**config.mk**
```make
export PLATFORM = sky130hd
export DESIGN_NAME = llrc_backoff
export DESIGN_NICKNAME = d
export VERILOG_FILES = /design/src/rtl/llrc_backoff.sv
export SDC_FILE = /design/constraint.sdc
export NUM_CORES = 2
export LEC_CHECK = 0
export ABC_AREA = 1
export BUFFER_PORTS_ARGS = -buffer_cell sky130_fd_sc_hd__buf_2
export CORE_MARGIN = 1
export CORE_UTILIZATION = 30
export DETAILED_ROUTE_END_ITERATION = 12
export GPL_TIMING_DRIVEN = 0
export HOLD_SLACK_MARGIN = 0.05
export SLEW_MARGIN = 20
export SYNTH_ARGS = -nofsm -noshare
export SYNTH_HDL_FRONTEND = slang
export SYNTH_SLANG_ARGS = --single-unit
```
**constraint.sdc**
```tcl
create_clock -name clk -period 5.9 [get_ports clk]
set_clock_uncertainty 0.1 [all_clocks]
set_input_delay 1.475 -clock clk [delete_from_list [all_inputs] [get_ports clk]]
set_output_delay 1.475 -clock clk [all_outputs]
set_load 0.005 [all_outputs]
```
**src/rtl/llrc_backoff.sv**
```systemverilog
`default_nettype none
// ---------------------------------------------------------------------------
// llrc_backoff
// Iterative exponential backoff with cap and rounded signed jitter.
// ---------------------------------------------------------------------------
module llrc_backoff (
    input  wire         clk,
    input  wire         rst_n,
    input  wire         start,
    input  wire  [8:0]  retry_count,
    input  wire  [23:0] init_ms,
    input  wire  [23:0] max_ms,
    input  wire  [8:0]  jitter_ratio,
    input  wire  [8:0]  jitter_unit,
    output logic        done,
    output logic [24:0] delay_ms
);
    typedef enum logic [2:0] {BO_IDLE, BO_LOOP, BO_MUL1, BO_MUL2, BO_FIN} bo_st_t;

    bo_st_t      st_reg;
    logic [23:0] delay_reg;
    logic [23:0] cap_reg;
    logic [8:0]  exp_reg;
    logic [8:0]  i_reg;
    logic [8:0]  r_reg;
    logic [8:0]  s_abs_reg;
    logic        neg_reg;
    logic [32:0] p1_reg;
    logic [41:0] mag_reg;
    logic        done_reg;
    logic [24:0] out_reg;

    logic [8:0]  ju_c;
    logic [9:0]  ju2;
    logic [42:0] rnd;
    logic [24:0] q;

    assign ju_c = (jitter_unit > 9'd256) ? 9'd256 : jitter_unit;
    assign ju2  = {ju_c, 1'b0};
    assign rnd  = 43'(mag_reg) + 43'd32768;
    assign q    = rnd[40:16];

    always_ff @(posedge clk or negedge rst_n)
    begin
        if (!rst_n)
        begin
            st_reg    <= BO_IDLE;
            done_reg  <= 1'b0;
            delay_reg <= '0;
            cap_reg   <= '0;
            exp_reg   <= '0;
            i_reg     <= '0;
            r_reg     <= '0;
            s_abs_reg <= '0;
            neg_reg   <= 1'b0;
            p1_reg    <= '0;
            mag_reg   <= '0;
            out_reg   <= '0;
        end
        else
        begin
            done_reg <= 1'b0;
            unique case (st_reg)
                BO_IDLE:
                begin
                    if (start)
                    begin
                        delay_reg <= init_ms;
                        cap_reg   <= (max_ms < init_ms) ? init_ms : max_ms;
                        exp_reg   <= (retry_count == 9'd0) ? 9'd0 : retry_count - 9'd1;
                        i_reg     <= '0;
                        r_reg     <= (jitter_ratio > 9'd256) ? 9'd256 : jitter_ratio;
                        neg_reg   <= (ju_c < 9'd128);
                        s_abs_reg <= (ju_c < 9'd128) ? 9'(10'd256 - ju2)
                                                     : 9'(ju2 - 10'd256);
                        st_reg    <= BO_LOOP;
                    end
                end
                BO_LOOP:
                begin
                    if (i_reg < exp_reg && delay_reg < cap_reg)
                    begin
                        if (delay_reg > (cap_reg >> 1))
                        begin
                            delay_reg <= cap_reg;
                            st_reg    <= BO_MUL1;
                        end
                        else
                        begin
                            delay_reg <= {delay_reg[22:0], 1'b0};
                            i_reg     <= i_reg + 9'd1;
                        end
                    end
                    else
                    begin
                        st_reg <= BO_MUL1;
                    end
                end
                BO_MUL1:
                begin
                    p1_reg <= 33'(delay_reg) * 33'(r_reg);
                    st_reg <= BO_MUL2;
                end
                BO_MUL2:
                begin
                    mag_reg <= 42'(p1_reg) * 42'(s_abs_reg);
                    st_reg  <= BO_FIN;
                end
                BO_FIN:
                begin
                    if (neg_reg)
                    begin
                        out_reg <= (q > 25'(delay_reg)) ? 25'd0 : 25'(delay_reg) - q;
                    end
                    else
                    begin
                        out_reg <= 25'(delay_reg) + q;
                    end
                    done_reg <= 1'b1;
                    st_reg   <= BO_IDLE;
                end
                default:
                begin
                    st_reg <= BO_IDLE;
                end
            endcase
        end
    end

    assign done     = done_reg;
    assign delay_ms = out_reg;

endmodule
`default_nettype wire

```
# Yosys cells after proc, flatten, opt, wreduce, memory -nomap -nowiden
# Index checks and enable logic that the tools add are counted.
dict set report word_totals {
  reg_bits 188
  inputBits 78
  out_inout_bits 26
  wordCells 65
}
dict set report op_classes {
  n_addsub 7
  n_mul 2
  magnitude_cmp 8
  eq_ne 8
  n_mux 20
  reduce_logical 8
}
# op count
set ops {}
lappend ops {{24-bit two-way mux} 4}
lappend ops {{9-bit two-way mux} 7}
lappend ops {{25-bit two-way mux} 2}
lappend ops {{24-bit less-than comparator} 2}
lappend ops {{24-bit one-hot mux with 2 select lines} 1}
lappend ops {{41-bit by 16-bit adder with 41-bit output (second input constant)} 1}
lappend ops {{33-bit by 9-bit multiplier with 41-bit output} 1}
lappend ops {{24-bit by 9-bit multiplier with 33-bit output} 1}
lappend ops {{24-bit by 25-bit adder with 25-bit output} 1}
lappend ops {{25-bit by 24-bit greater-than comparator with 1-bit output} 1}
lappend ops {{24-bit by 25-bit subtractor with 25-bit output} 1}
lappend ops {{24-bit by 23-bit greater-than comparator with 1-bit output} 1}
lappend ops {{9-bit greater-than comparator (second input constant)} 2}
lappend ops {{9-bit one-hot mux with 2 select lines} 1}
lappend ops {{3-bit one-hot mux with 4 select lines} 1}
lappend ops {{9-bit by 1-bit adder with 9-bit output (second input constant)} 1}
lappend ops {{9-bit zero test} 1}
lappend ops {{9-bit by 8-bit less-than comparator with 1-bit output (second input constant)} 1}
lappend ops {{9-bit less-than comparator} 1}
lappend ops {{3-bit two-way mux} 3}
lappend ops {{9-bit by 1-bit subtractor with 9-bit output (second input constant)} 1}
lappend ops {{9-bit subtractor (first input constant)} 1}
lappend ops {{9-bit subtractor (second input constant)} 1}
lappend ops {{3-bit by 2-bit equality test with 1-bit output (second input constant)} 2}
lappend ops {{11 further kinds} 14}

# Logic depth before layout (Yosys ltp)
dict set report depth {
  ltp_word 4
  depth_mapped 28
  mapped_depth_nobuf 27
}

# Worst setup path before layout
# Ideal clock, no wire load.
dict set report synth_timing {
  path_kind {register to register}
  startpoint {reg r_reg[8]}
  endpoint {reg p1_reg[27]}
  setup_time_ps 118
  arrival_ps 4470
  t_required_ps 5682
  slack_ps 1213
  stages_incl_launch_ff 21
  path_buffers 2
  period_less_slack_ps 4687
  path_cell_list {dfrtp_1 > clkbuf_1 > clkbuf_1 > nand2_1 > fa_1 > fa_1 > inv_1 > fa_1 > inv_1 > fa_1 > inv_1 > ha_1 > nand2_1 > o21ai_0 > nor2_1 > o21ai_0 > nand3_1 > nand3_1 > nand2_1 > nand3_1 > nand2_1}
}
dict set report synth_via {
  elab_chain_cells 1
}
# element line
set synth_rtl {}
lappend synth_rtl {{from (decl)} 25} ;# logic [8:0] r_reg;
lappend synth_rtl {{from (signal assigned)} 72} ;# r_reg <= (jitter_ratio > 9'd256) ? 9'd256 : jitter_ratio;
lappend synth_rtl {{24-bit by 9-bit multiplier with 33-bit output} 101} ;# p1_reg <= 33'(delay_reg) * 33'(r_reg);
lappend synth_rtl {{to (signal assigned)} 101}
lappend synth_rtl {{to (decl)} 28} ;# logic [32:0] p1_reg;
# Every way passes these cells.
# A chain may end at the register's enable or synchronous reset.

# Worst setup path after layout
dict set report layout_timing {
  startpoint {reg delay_reg[5]}
  endpoint {reg p1_reg[24]}
}
dict set report layout_via {
  elab_chain_cells 1
}
# element line
set layout_rtl {}
lappend layout_rtl {{from (decl)} 21} ;# logic [23:0] delay_reg;
lappend layout_rtl {{from (signal assigned)} 68} ;# delay_reg <= init_ms;
lappend layout_rtl {{from (signal assigned)} 85} ;# delay_reg <= cap_reg;
lappend layout_rtl {{from (signal assigned)} 90} ;# delay_reg <= {delay_reg[22:0], 1'b0};
lappend layout_rtl {{24-bit by 9-bit multiplier with 33-bit output} 101}
# Every way passes these cells.

==> key figures <==
Clocking
  – Number of buffers inserted during clock tree synthesis: 17
  – TritonCTS clock tree: done
  – Clock sink count: 172
  – Root cell of the clock tree: sky130_fd_sc_hd__clkbuf_16
  – Skew-Pair Late Insertion Delay: 0.50 ns
  – Max Buffers Root-to-Sink: 2
  – Number of post-CTS setup repair buffers: 0
  – Hold-fix buffers, CTS: 0
  – Count of H-tree levels built during CTS: 4
  – Clock transition at the registers of the reported paths: 0.08 ns

Outcome
  – Run status: finished, final reports clean

Logic synthesis
  – Yosys reg bits: 172
  – Number of distinct library cells after synthesis: 52
  – Yosys top cell area share: 22.3%
  – Top_reg_cell synth: sky130_fd_sc_hd__dfrtp_1
  – Number of enable-type register cells in the synthesized netlist: 0
  – Synth area leader: sky130_fd_sc_hd__fa_1
  – Sequential share of the synthesized area: 14.1%
  – Most common cell in the synthesized netlist: sky130_fd_sc_hd__nand2_1
  – Net count of the mapped netlist: 5267
  – Synthesized instance count: 4581
  – Async SR Flop Fraction: 100%
  – Most used standard cells in the synthesized netlist: sky130_fd_sc_hd__nand2_1 (1403), sky130_fd_sc_hd__inv_1 (1084), sky130_fd_sc_hd__fa_1 (341)
  – Warnings, synthesis: 0
  – Synthesized area divided by synthesized cell count: 6.67 um2
  – Synthesized cell area: 30600 um2
  – Top post-synthesis cells by area: sky130_fd_sc_hd__fa_1 (22%), sky130_fd_sc_hd__nand2_1 (17%), sky130_fd_sc_hd__dfrtp_1 (14%)

Die
  – Height of the die: 321 um
  – I/O pin cnt: 104
  – Die area: 103000 um2
  – Area of the placeable core: 101000 um2
  – Effective utilization at floorplan: 30.4%
  – Row count: 116
  – X dimension of the die: 321 um

Global routing
  – Antenna violations before repair: 0
  – Global-route wire length before repair: 158000 um
  – Global Route Usage Sum: 19.6%
  – Largest net degree at the start of global routing: 90
  – Vias in the first global route: 28394
  – Global route overflow: 0

Detailed routing
  – Vias: 28646
  – Via density: 4.72
  – Final wirelength: 99100 um
  – First drt pass iteration count: 6
  – Iter 0 DRT Violations: 2176
  – Antenna viol nets, final: 0
  – DR WL/cell: 16.3 um
  – DRC errors left: 0

STA
  – Hold violation total from the final report: 0
  – # setup viols final: 0
  – Highest Clock Rate: 177 MHz
  – Time the final worst path needs with I/O delays and setup: 5.66 ns
  – Hold slack final: 0.375 ns
  – Final setup margin: 0.236 ns
  – Unrepaired setup endpoints after global routing: no
  – Slew at the pin with the worst max-slew slack: 0.995 ns
  – Final worst-path cycle share: 96.0%
  – Relative max-transition margin: 33.7%
  – Number of max-slew violations in the final report: 0

Critical path
  – Crit Path Class: flip-flop to flip-flop
  – Highest net fanout along the worst path: 10
  – Worst Path Required: 6.24 ns
  – Worst endpoint data arrival time: 6.01 ns
  – Ordered cell list for the critical path: clkbuf_1 -> nand2_1 -> fa_1 -> inv_1 -> fa_1 -> inv_1 -> fa_1 -> fa_1 -> inv_1 -> ha_1 -> nand2_1 -> o21ai_0 -> nand3_1 -> nand3_1 -> nand2_1 -> o21ai_0 -> or2_2 -> nand3_1 -> nand2_1
  – Worst path max stage delay: 0.64 ns
  – Critical path capture point type: flip-flop
  – Crit path buf inv count: 4
  – Startpoint type of the worst setup path: flip-flop
  – Top Family by Delay on Critical Path: adder cells
  – Reg2reg setup slack: 0.24 ns
  – Critical Path Slowest Stage Cell: sky130_fd_sc_hd__clkbuf_1

Final layout
  – Area added between synthesis and finish: 9.49%
  – Layout cell share with drive strength beyond 1: 5.48%
  – Nets: 5382
  – Largest register FFs: 33
  – Final-layout fill cell count: 10987
  – Antenna diodes: 0
  – Final core area utilization: 33.3%

Placed design
  – Detailed-placement wirelength estimate: 83200 um
  – Global placement routability congestion: 0.941
  – Worst-case setup slack after placement: -0.146 ns
  – Count of input and output buffers: 103

Min path
  – Type of the most critical hold path: flip-flop to flip-flop

Job
  – Number of violations of the max-capacitance limit: 0
metal layers:
| layer | global-route usage (%) | share of wire [%] |
|---|---|---|
| met5 | 0 | 0 |
| met2 | 33.0 | 47 |
| met3 | 2.34 | 5.6 |
| met4 | 5.08 | 2.4 |
| met1 | 26.6 | 45 |
cells in the final DEF, fill, tap and decap left out, types with 5 or more instances in the layout:
master / synthesis / routed
sky130_fd_sc_hd__o21ai_0: 136 / 135
sky130_fd_sc_hd__inv_1: 1084 / 1084
sky130_fd_sc_hd__xnor2_1: 22 / 22
sky130_fd_sc_hd__nor2_2: 8 / 8
sky130_fd_sc_hd__clkbuf_2: 1 / 41
sky130_fd_sc_hd__nor3_1: 38 / 38
sky130_fd_sc_hd__nor2_1: 246 / 246
sky130_fd_sc_hd__buf_2: 31 / 133
sky130_fd_sc_hd__nand4_1: 38 / 38
sky130_fd_sc_hd__a21oi_1: 201 / 201
sky130_fd_sc_hd__a31oi_1: 7 / 7
sky130_fd_sc_hd__nand3b_1: 18 / 18
sky130_fd_sc_hd__o21ai_1: 4 / 5
sky130_fd_sc_hd__clkbuf_16: 0 / 17
sky130_fd_sc_hd__ha_1: 267 / 267
sky130_fd_sc_hd__nand2_1: 1403 / 1403
sky130_fd_sc_hd__o21bai_1: 13 / 13
sky130_fd_sc_hd__nand3_1: 244 / 244
sky130_fd_sc_hd__fa_1: 341 / 341
sky130_fd_sc_hd__o31ai_1: 5 / 5
sky130_fd_sc_hd__nor4_1: 9 / 9
sky130_fd_sc_hd__clkinv_1: 5 / 5
sky130_fd_sc_hd__or2_2: 12 / 12
sky130_fd_sc_hd__o22ai_1: 10 / 10
sky130_fd_sc_hd__a21boi_0: 6 / 6
sky130_fd_sc_hd__o21a_1: 14 / 14
sky130_fd_sc_hd__xor2_1: 42 / 42
sky130_fd_sc_hd__a21o_1: 9 / 9
sky130_fd_sc_hd__nand2_2: 7 / 7
sky130_fd_sc_hd__clkbuf_1: 149 / 101
sky130_fd_sc_hd__dfrtp_1: 172 / 170
repair_timing:
item / 4_1_cts / 5_1_grt
gates resized for setup: 2 / 79
gates cloned: 0 / 0
setup endpoints to repair: 5 / 32
per-stage QoR:
step / TNS, ns / area (um2) / instances
2_1_floorplan: 0 / 30600 / 4581
3_3_place_gp: -0.126 / 32800 / 6041
3_5_place_dp: -0.228 / 32800 / 6042
4_1_cts: 0 / 33400 / 6073
5_1_grt: 0 / 33500 / 6065
6_report: 0 / 33500 / 6065
cells by family (layout without fill, tap and decap cells):
group | count (synthesis) | after routing | share of synthesized area (%)
AO/OA/AOI/OAI | 418 | 418 | 7.55
adder cells (fa/ha/maj) | 608 | 608 | 33.3
AND/OR/NAND/NOR | 2038 | 2038 | 27.3
flip-flops | 172 | 172 | 14.1
buffers and inverters | 1281 | 1408 | 16.0
XOR/XNOR | 64 | 64 | 1.83
area by class of cell:
class	instances	area (um2)	area share, %
multi-input combinational	3128	21400	63.9
sequential	172	4310	12.9
inverter	1093	4100	12.3
tap	1357	1700	5.07
buffer	180	796	2.38
timing repair buffer	104	553	1.65
clock buffer	19	453	1.35
clock inverter	12	175	0.523
path summary, 6_finish.rpt:
| kind | startpoint | depth (start not counted) | end |
|---|---|---|---|
| hold reg to reg | delay_ms[6]$_DFFE_PN0P_ | 2 | delay_ms[6]$_DFFE_PN0P_ |
| setup / recovery | delay_reg[5]$_DFFE_PN0P_ | 19 | p1_reg[24]$_DFFE_PN0N_ |
| setup reg to reg | delay_reg[5]$_DFFE_PN0P_ | 19 | p1_reg[24]$_DFFE_PN0N_ |
| min in group asynchronous | rst_n | 1 | delay_ms[5]$_DFFE_PN0P_ |
| hold / removal | delay_ms[6]$_DFFE_PN0P_ | 2 | delay_ms[6]$_DFFE_PN0P_ |
| max in group asynchronous | rst_n | 2 | p1_reg[23]$_DFFE_PN0N_ |
tightest hold or removal path, stage by stage (launching register included):
cell,delay [ns]
sky130_fd_sc_hd__dfrtp_1,0.34
sky130_fd_sc_hd__nand2_1,0.05
sky130_fd_sc_hd__nand2_1,0.05
Power is not shown: default switching activity piles up to over one toggle a cycle in this logic, so the estimate is an artifact.
